## config.mk

```make
export PLATFORM = sky130hd
export DESIGN_NAME = voxel_column_span_decoder
export DESIGN_NICKNAME = d
export VERILOG_FILES = /design/src/hw/rtl/vcsd_pkg.sv /design/src/hw/rtl/vcsd_step.sv /design/src/hw/rtl/vcsd_out_stage.sv /design/src/hw/rtl/voxel_column_span_decoder.sv
export SDC_FILE = /design/constraint.sdc
export NUM_CORES = 1
export LEC_CHECK = 0
export BUFFER_PORTS_ARGS = -buffer_cell sky130_fd_sc_hd__buf_2
export CORE_MARGIN = 4
export CORE_UTILIZATION = 45
export DETAILED_ROUTE_END_ITERATION = 10
export HOLD_SLACK_MARGIN = 0.15
export PLACE_DENSITY = 0.65
export SLEW_MARGIN = 40
export SYNTH_ARGS = -nofsm -noshare
export SYNTH_HDL_FRONTEND = slang
export SYNTH_SLANG_ARGS = --single-unit
```

## constraint.sdc

```tcl
create_clock -name clk -period 7.8 [get_ports clk]
set_clock_uncertainty 0.15 [all_clocks]
set_input_delay 1.56 -clock clk [delete_from_list [all_inputs] [get_ports clk]]
set_output_delay 1.56 -clock clk [all_outputs]
set_load 0.02 [all_outputs]
```

## src/hw/rtl/vcsd_pkg.sv

```systemverilog
// Package for the voxel column span decoder.
// Holds the phase codes, result kinds and the state and result structs.
// No dependencies.
package vcsd_pkg;

  localparam int unsigned ByteW   = 8;
  localparam int unsigned PhaseW  = 3;
  localparam int unsigned ZW      = 9;
  localparam int unsigned HeightW = 10;

  // Decoder phase codes.
  localparam logic [PhaseW-1:0] PH_SKIP   = 3'd0;
  localparam logic [PhaseW-1:0] PH_RUN    = 3'd1;
  localparam logic [PhaseW-1:0] PH_COLOR  = 3'd2;
  localparam logic [PhaseW-1:0] PH_NORMAL = 3'd3;
  localparam logic [PhaseW-1:0] PH_TRAIL  = 3'd4;
  localparam logic [PhaseW-1:0] PH_DONE   = 3'd5;

  // Result kinds.
  localparam logic KIND_VERTEX     = 1'b0;
  localparam logic KIND_COLUMN_END = 1'b1;

  typedef struct packed {
    logic [PhaseW-1:0]         phase;
    logic [ZW-1:0]             z_pos;
    logic signed [HeightW-1:0] height_left;
    logic [ByteW-1:0]          run_left;
    logic [ByteW-1:0]          held_color;
    logic [ByteW-1:0]          cur_x;
    logic [ByteW-1:0]          cur_y;
  } vcsd_state_t;

  typedef struct packed {
    logic             kind;
    logic [ByteW-1:0] vert_x;
    logic [ByteW-1:0] vert_y;
    logic [ByteW-1:0] vert_z;
    logic [ByteW-1:0] vert_color;
    logic [ByteW-1:0] vert_normal;
  } vcsd_result_t;

endpackage

```

## src/hw/rtl/vcsd_step.sv

```systemverilog
// Combinational next-state and result logic for one column data byte.
// Depends on vcsd_pkg.
module vcsd_step (
  input  vcsd_pkg::vcsd_state_t  cur,
  input  logic [7:0]             data_byte,
  input  logic                   column_start,
  input  logic [7:0]             column_x,
  input  logic [7:0]             column_y,
  input  logic [7:0]             column_height,
  output vcsd_pkg::vcsd_state_t  nxt,
  output logic                   emit,
  output vcsd_pkg::vcsd_result_t res
);
  import vcsd_pkg::*;

  vcsd_state_t             pre;
  logic [ByteW-1:0]        run_dec;
  logic signed [HeightW-1:0] hl_dec;
  logic                    pre_nonpos;
  logic                    dec_nonpos;
  logic                    start_empty;

  assign start_empty = column_start && (column_height == '0);
  assign run_dec     = pre.run_left - 8'd1;
  assign hl_dec      = pre.height_left - 10'sd1;
  assign pre_nonpos  = pre.height_left[HeightW-1] || (pre.height_left == '0);
  assign dec_nonpos  = hl_dec[HeightW-1] || (hl_dec == '0);

  // A new column reloads position and height before the byte is decoded.
  always_comb begin
    pre = cur;
    if (column_start) begin
      pre.cur_x       = column_x;
      pre.cur_y       = column_y;
      pre.z_pos       = '0;
      pre.run_left    = '0;
      pre.held_color  = '0;
      pre.height_left = $signed({2'b00, column_height});
      pre.phase       = (column_height == '0) ? PH_DONE : PH_SKIP;
    end
  end

  always_comb begin
    nxt             = pre;
    emit            = 1'b0;
    res.kind        = KIND_VERTEX;
    res.vert_x      = pre.cur_x;
    res.vert_y      = pre.cur_y;
    res.vert_z      = pre.z_pos[ByteW-1:0];
    res.vert_color  = '0;
    res.vert_normal = '0;
    if (start_empty) begin
      emit     = 1'b1;
      res.kind = KIND_COLUMN_END;
    end else begin
      unique case (pre.phase)
        PH_SKIP: begin
          nxt.z_pos       = pre.z_pos + {1'b0, data_byte};
          nxt.height_left = pre.height_left - $signed({2'b00, data_byte});
          nxt.phase       = PH_RUN;
        end
        PH_RUN: begin
          nxt.run_left = data_byte;
          nxt.phase    = ((data_byte == '0) || pre_nonpos) ? PH_TRAIL : PH_COLOR;
        end
        PH_COLOR: begin
          nxt.held_color = data_byte;
          nxt.phase      = PH_NORMAL;
        end
        PH_NORMAL: begin
          emit            = 1'b1;
          res.vert_color  = pre.held_color;
          res.vert_normal = data_byte;
          nxt.z_pos       = pre.z_pos + 9'd1;
          nxt.height_left = hl_dec;
          nxt.run_left    = run_dec;
          nxt.phase       = ((run_dec == '0) || dec_nonpos) ? PH_TRAIL : PH_COLOR;
        end
        PH_TRAIL: begin
          if (pre_nonpos) begin
            emit      = 1'b1;
            res.kind  = KIND_COLUMN_END;
            nxt.phase = PH_DONE;
          end else begin
            nxt.phase = PH_SKIP;
          end
        end
        default: begin
          nxt = pre;
        end
      endcase
    end
  end

endmodule

```

## src/hw/rtl/vcsd_out_stage.sv

```systemverilog
// Single-entry result register with valid/ready handshake toward the consumer.
// Depends on vcsd_pkg.
module vcsd_out_stage (
  input  logic                   clk,
  input  logic                   rst,
  input  logic                   load,
  input  vcsd_pkg::vcsd_result_t load_res,
  output logic                   can_load,
  output logic                   out_valid,
  input  logic                   out_ready,
  output vcsd_pkg::vcsd_result_t out_res
);
  import vcsd_pkg::*;

  logic out_valid_next;

  // The slot is free when empty or when its request leaves this cycle.
  assign can_load = !out_valid || out_ready;

  always_comb begin
    priority if (load) begin
      out_valid_next = 1'b1;
    end else if (out_ready) begin
      out_valid_next = 1'b0;
    end else begin
      out_valid_next = out_valid;
    end
  end

  always_ff @(posedge clk) begin
    if (rst) begin
      out_valid <= 1'b0;
    end else begin
      out_valid <= out_valid_next;
    end
  end

  always_ff @(posedge clk) begin
    if (load) begin
      out_res <= load_res;
    end
  end

endmodule

```

## src/hw/rtl/voxel_column_span_decoder.sv

```systemverilog
// Top level of the voxel column span decoder.
// Depends on vcsd_pkg, vcsd_step and vcsd_out_stage.
//
// The decoder takes one byte of span-encoded voxel column data per request and
// turns every normal byte into a vertex request carrying x, y, z, color and
// normal, plus a column-end request after the last trailer of a column. It
// accepts one byte every clock cycle: the decode of a byte is a short piece of
// logic between the decoder state registers and a one-entry result register,
// and the input is held off only while that result register holds a request
// the consumer has not yet taken. A vertex or column-end request appears on the
// output in the cycle after its byte is accepted. column_height is written
// through column_height_we and column_height_wdata and should only be changed
// while the decoder is idle; a new column latches it on its first byte.
module voxel_column_span_decoder (
  input  logic       clk,
  input  logic       rst,
  input  logic       column_height_we,
  input  logic [7:0] column_height_wdata,
  input  logic       in_valid,
  output logic       in_ready,
  input  logic [7:0] data_byte,
  input  logic       column_start,
  input  logic [7:0] column_x,
  input  logic [7:0] column_y,
  output logic       out_valid,
  input  logic       out_ready,
  output logic       kind,
  output logic [7:0] vert_x,
  output logic [7:0] vert_y,
  output logic [7:0] vert_z,
  output logic [7:0] vert_color,
  output logic [7:0] vert_normal
);
  import vcsd_pkg::*;

  logic [ByteW-1:0] column_height;
  vcsd_state_t      state;
  vcsd_state_t      state_next;
  logic             emit;
  vcsd_result_t     step_res;
  vcsd_result_t     out_res;
  logic             in_accept;
  logic             can_load;

  assign in_ready  = can_load;
  assign in_accept = in_valid && in_ready;

  // Configuration register; the reset height is the full 255 slots.
  always_ff @(posedge clk) begin
    if (rst) begin
      column_height <= 8'd255;
    end else if (column_height_we) begin
      column_height <= column_height_wdata;
    end
  end

  // Decode of the current byte against the stored span state.
  vcsd_step u_step (
    .cur           (state),
    .data_byte     (data_byte),
    .column_start  (column_start),
    .column_x      (column_x),
    .column_y      (column_y),
    .column_height (column_height),
    .nxt           (state_next),
    .emit          (emit),
    .res           (step_res)
  );

  // Span state only advances on an accepted byte.
  always_ff @(posedge clk) begin
    if (rst) begin
      state.phase       <= PH_SKIP;
      state.z_pos       <= '0;
      state.height_left <= '0;
      state.run_left    <= '0;
      state.held_color  <= '0;
      state.cur_x       <= '0;
      state.cur_y       <= '0;
    end else if (in_accept) begin
      state <= state_next;
    end
  end

  vcsd_out_stage u_out (
    .clk       (clk),
    .rst       (rst),
    .load      (in_accept && emit),
    .load_res  (step_res),
    .can_load  (can_load),
    .out_valid (out_valid),
    .out_ready (out_ready),
    .out_res   (out_res)
  );

  assign kind        = out_res.kind;
  assign vert_x      = out_res.vert_x;
  assign vert_y      = out_res.vert_y;
  assign vert_z      = out_res.vert_z;
  assign vert_color  = out_res.vert_color;
  assign vert_normal = out_res.vert_normal;

  // The phase never leaves the defined codes.
  a_phase_range: assert property (@(posedge clk) disable iff (rst)
    state.phase <= PH_DONE)
    else $error("decoder phase out of range");

  // Remaining height stays within one column's worth either side of zero.
  a_height_range: assert property (@(posedge clk) disable iff (rst)
    (state.height_left <= 10'sd255) && (state.height_left >= -10'sd255))
    else $error("remaining height out of range");

  // A stalled result blocks new bytes so it cannot be overwritten.
  a_no_overrun: assert property (@(posedge clk) disable iff (rst)
    (out_valid && !out_ready) |-> !in_ready)
    else $error("input accepted while result stalled");

  // Column-end requests carry no color or normal.
  a_end_clean: assert property (@(posedge clk) disable iff (rst)
    (out_valid && (kind == KIND_COLUMN_END)) |-> ((vert_color == '0) && (vert_normal == '0)))
    else $error("column end carries color or normal");

endmodule
```

==> metrics.yaml <==
synth_area_leaders: "dfxtp_1 22%, edfxtp_1 22%, nor2_1 5.3%, nand2_1 4.7%, ha_1 4.2%"
routabilityCongestion: 0.872
fmax_mhz: 192
drive_above_1_share_pct: 20.7
multi_input_area_um2: 2930
crit_cells: 14
critPathKind: "in -> reg"
p_leak_nw: 2.60
core_um2: 12200
drtPass1Iterations: 5
hpwl_um: 10200
grt_max_degree: 54
clock_path_buffers: 2
worstPathArrival_ps: 5270
ios: 81
area_delta_synth_final_pct: 15.9
ys_top_cells_by_count: "79 x nor2_1, 70 x nand2_1, 62 x dfxtp_1"
cp-endpoint: "state[48]"
rr_endpoint: "state[48]"
initial_core_util_pct: 46.3
final_util_pct: 53.7
numCtsBuffers: 9
antenna_found_initial: 0
hold_class: "reg -> reg"
routedWlPerCell_um: 16.7
tns_ps: 0
syn-num-nets: 674
yosys_warnings: 0
cts.hold.buffers_added: 0
synth_async_sr_flop_share_pct: 0
yosysSeqAreaShare_pct: 43.9
crit_top_cell: "a21oi_1"
avgSynthCellArea_um2: 9.17
crit_fanout: 53
cts_resized: 0
cap_violations: 0
worstPathCellList: "buf_2 -> buf_4 -> inv_1 -> nand3_1 -> nand2_1 -> ha_1 -> fa_1 -> a21o_1 -> a21oi_1 -> o21bai_1 -> a21oi_1 -> xnor2_1 -> a22oi_1 -> nor2_1"
tightest_slew_ps: 733
synth_seq_cells: 103
die_w_um: 120
clk_latency_ps: 360
vdd_ir_drop_max_uv: 100
cp_top_family: "buffers and inverters"
r2r_slack_ps: 4430
synth_ff_type: "dfxtp_1"
detail_route.iter0.violations: 334
cts_tree: "built"
synth_top_area_share_pct: 22.0
dr_total_vias: 4730
combPwrFrac_pct: 17.8
slew_violations: 0
seq_power_share_pct: 44.5
drc: 0
nNetsFinal: 740
p_sw_mw: 0.361
grt-ovfl-total: 0
ys_types: 69
ff2ff_path_depth: 12
cp.required_ps: 7870
syn_area_um2: 5640
slowest_stage: "nand3_1"
setup_violations: 0
clock_sinks: 103
power_density_nw_per_um2: 206
clockRootBuffer: "clkbuf_16"
finalCritPeriodShare_pct: 66.7
hold_viol_final: 0
syn_inst: 615
viasPerCell: 5.54
slowest_delay_ps: 670
clockPowerShare_pct: 37.7
diodes: 0
layout_min_cycle_time_ps: 5200
ant_nets: 0
synth-edff-count: 41
clkTransAtPathRegs_ps: 70
dieHeight_um: 120
critical_path.n_buffers_inverters: 3
drt_wl_total_um: 14200
crit_start: "column_start"
regArea_um2: 2470
fill_cells: 1147
port-buffer-count: 80
p_int_mw: 0.983
r2r_start: "state[53]"
relSlewSlack_pct: 50.6
start_kind: "input pin"
finalPower_mw: 1.34
status: "finished, final reports clean"
yosysMostFrequentCell: "nor2_1"
grt_pass1_vias: 4587
track_usage_pct: 20.0
die-area_um2: 14400
htreeDepth: 3
num_rows: 40
endpoint_kind: "flip-flop"
grt_pass1_wl_um: 23100
sw_frac_of_total_pct: 26.9
rsz0062_at_grt: "false"
synth_top_area_cell: "dfxtp_1"
post_cts_buffers: 0
[cell type report]
cell class | count | area share, %
Clock buffer | 10 | 3.83
Clock inverter | 6 | 1.36
Inverter | 24 | 1.38
Multi-Input combinational cell | 453 | 44.8
Sequential cell | 103 | 37.9
Tap cell | 168 | 3.22
Timing Repair Buffer | 90 | 7.51
[worst min-delay path by stage]
stage / depth (start not counted) / from / to
finish: 2 / state[0] / state[0]
global placement: 2 / state[5] / state[5]
global route: 2 / state[8] / state[8]
detailed placement: 2 / state[7] / state[7]
CTS: 2 / state[7] / state[7]
floorplan: 2 / state[49] / state[49]
[per-stage QoR]
stage	instances	area (um2)	hold slack [ps]	setup WS (ps)
after floorplan	615	5640	267	1370
after global routing	854	6530	333	2310
after detailed placement	838	6190	296	2310
final	854	6530	307	2600
after global placement	835	6150	290	2420
after CTS	854	6530	306	2680
[worst register-to-register path: stages, from the launching register on]
cell and delay [ps]:
dfxtp_1 570, nor2b_1 180, nand3_1 550, nand2_1 150
ha_1 240, fa_1 410, a21o_1 180, a21oi_1 240
o21bai_1 90, a21oi_1 190, xnor2_1 90, a22oi_1 150
nor2_1 50
[registers in the layout (all words and copies together) (netlist names)]
name,count
state,53
u_out.out_res,41
column_height,8
u_out.out_valid,1
[cell usage in the layout (no fill, tap or decap), drive strengths merged, types with 3 or more instances in the layout]
master,Yosys,routed
nand3,6,6
a21oi,50,50
a31oi,9,9
nand4,4,4
edfxtp,41,41
nor2,79,79
or3,3,3
nor3,13,13
o21ai,26,26
inv,24,25
and2b,3,3
nand2b,5,5
mux2i,14,14
nand2,70,70
a21o,7,7
clkbuf,21,10
a221oi,3,3
nor2b,8,8
xor2,4,4
o31ai,3,3
a22oi,17,17
buf,14,90
ha,19,19
o22ai,5,5
a2bb2oi,4,4
xnor2,19,19
mux2,22,22
and3,5,5
nor4,7,7
dfxtp,62,62
and2,10,10
a211oi,5,5
[kinds of logic after synthesis]
kind of cell               after synthesis  synth area share (%)
and+or+nand+nor                        224                  18.7
AOI/OAI and AO/OA                      149                  17.3
DFF                                    103                  43.9
buffers and inverters                   59                  4.48
muxes                                   36                  7.01
xor gates and xnor gates                23                  3.71
adders and majority gates               21                  4.93
[metal layers]
layer	track usage, %	wire length (um)
met3	3.86	688
met4	6.87	246
met1	25.0	6150
met2	34.6	7160
met5	0	0
[power groups by stage]
stage | clock [mW] | combinational [mW] | sequential [mW]
finish | 0.507 | 0.239 | 0.598
CTS | 0.518 | 0.239 | 0.598
floorplan | 0 | 0.185 | 0.605
global placement | 0 | 0.231 | 0.610
detailed placement | 0 | 0.238 | 0.610
global route | 0.538 | 0.265 | 0.601
Power figures use the tool's default switching activity.
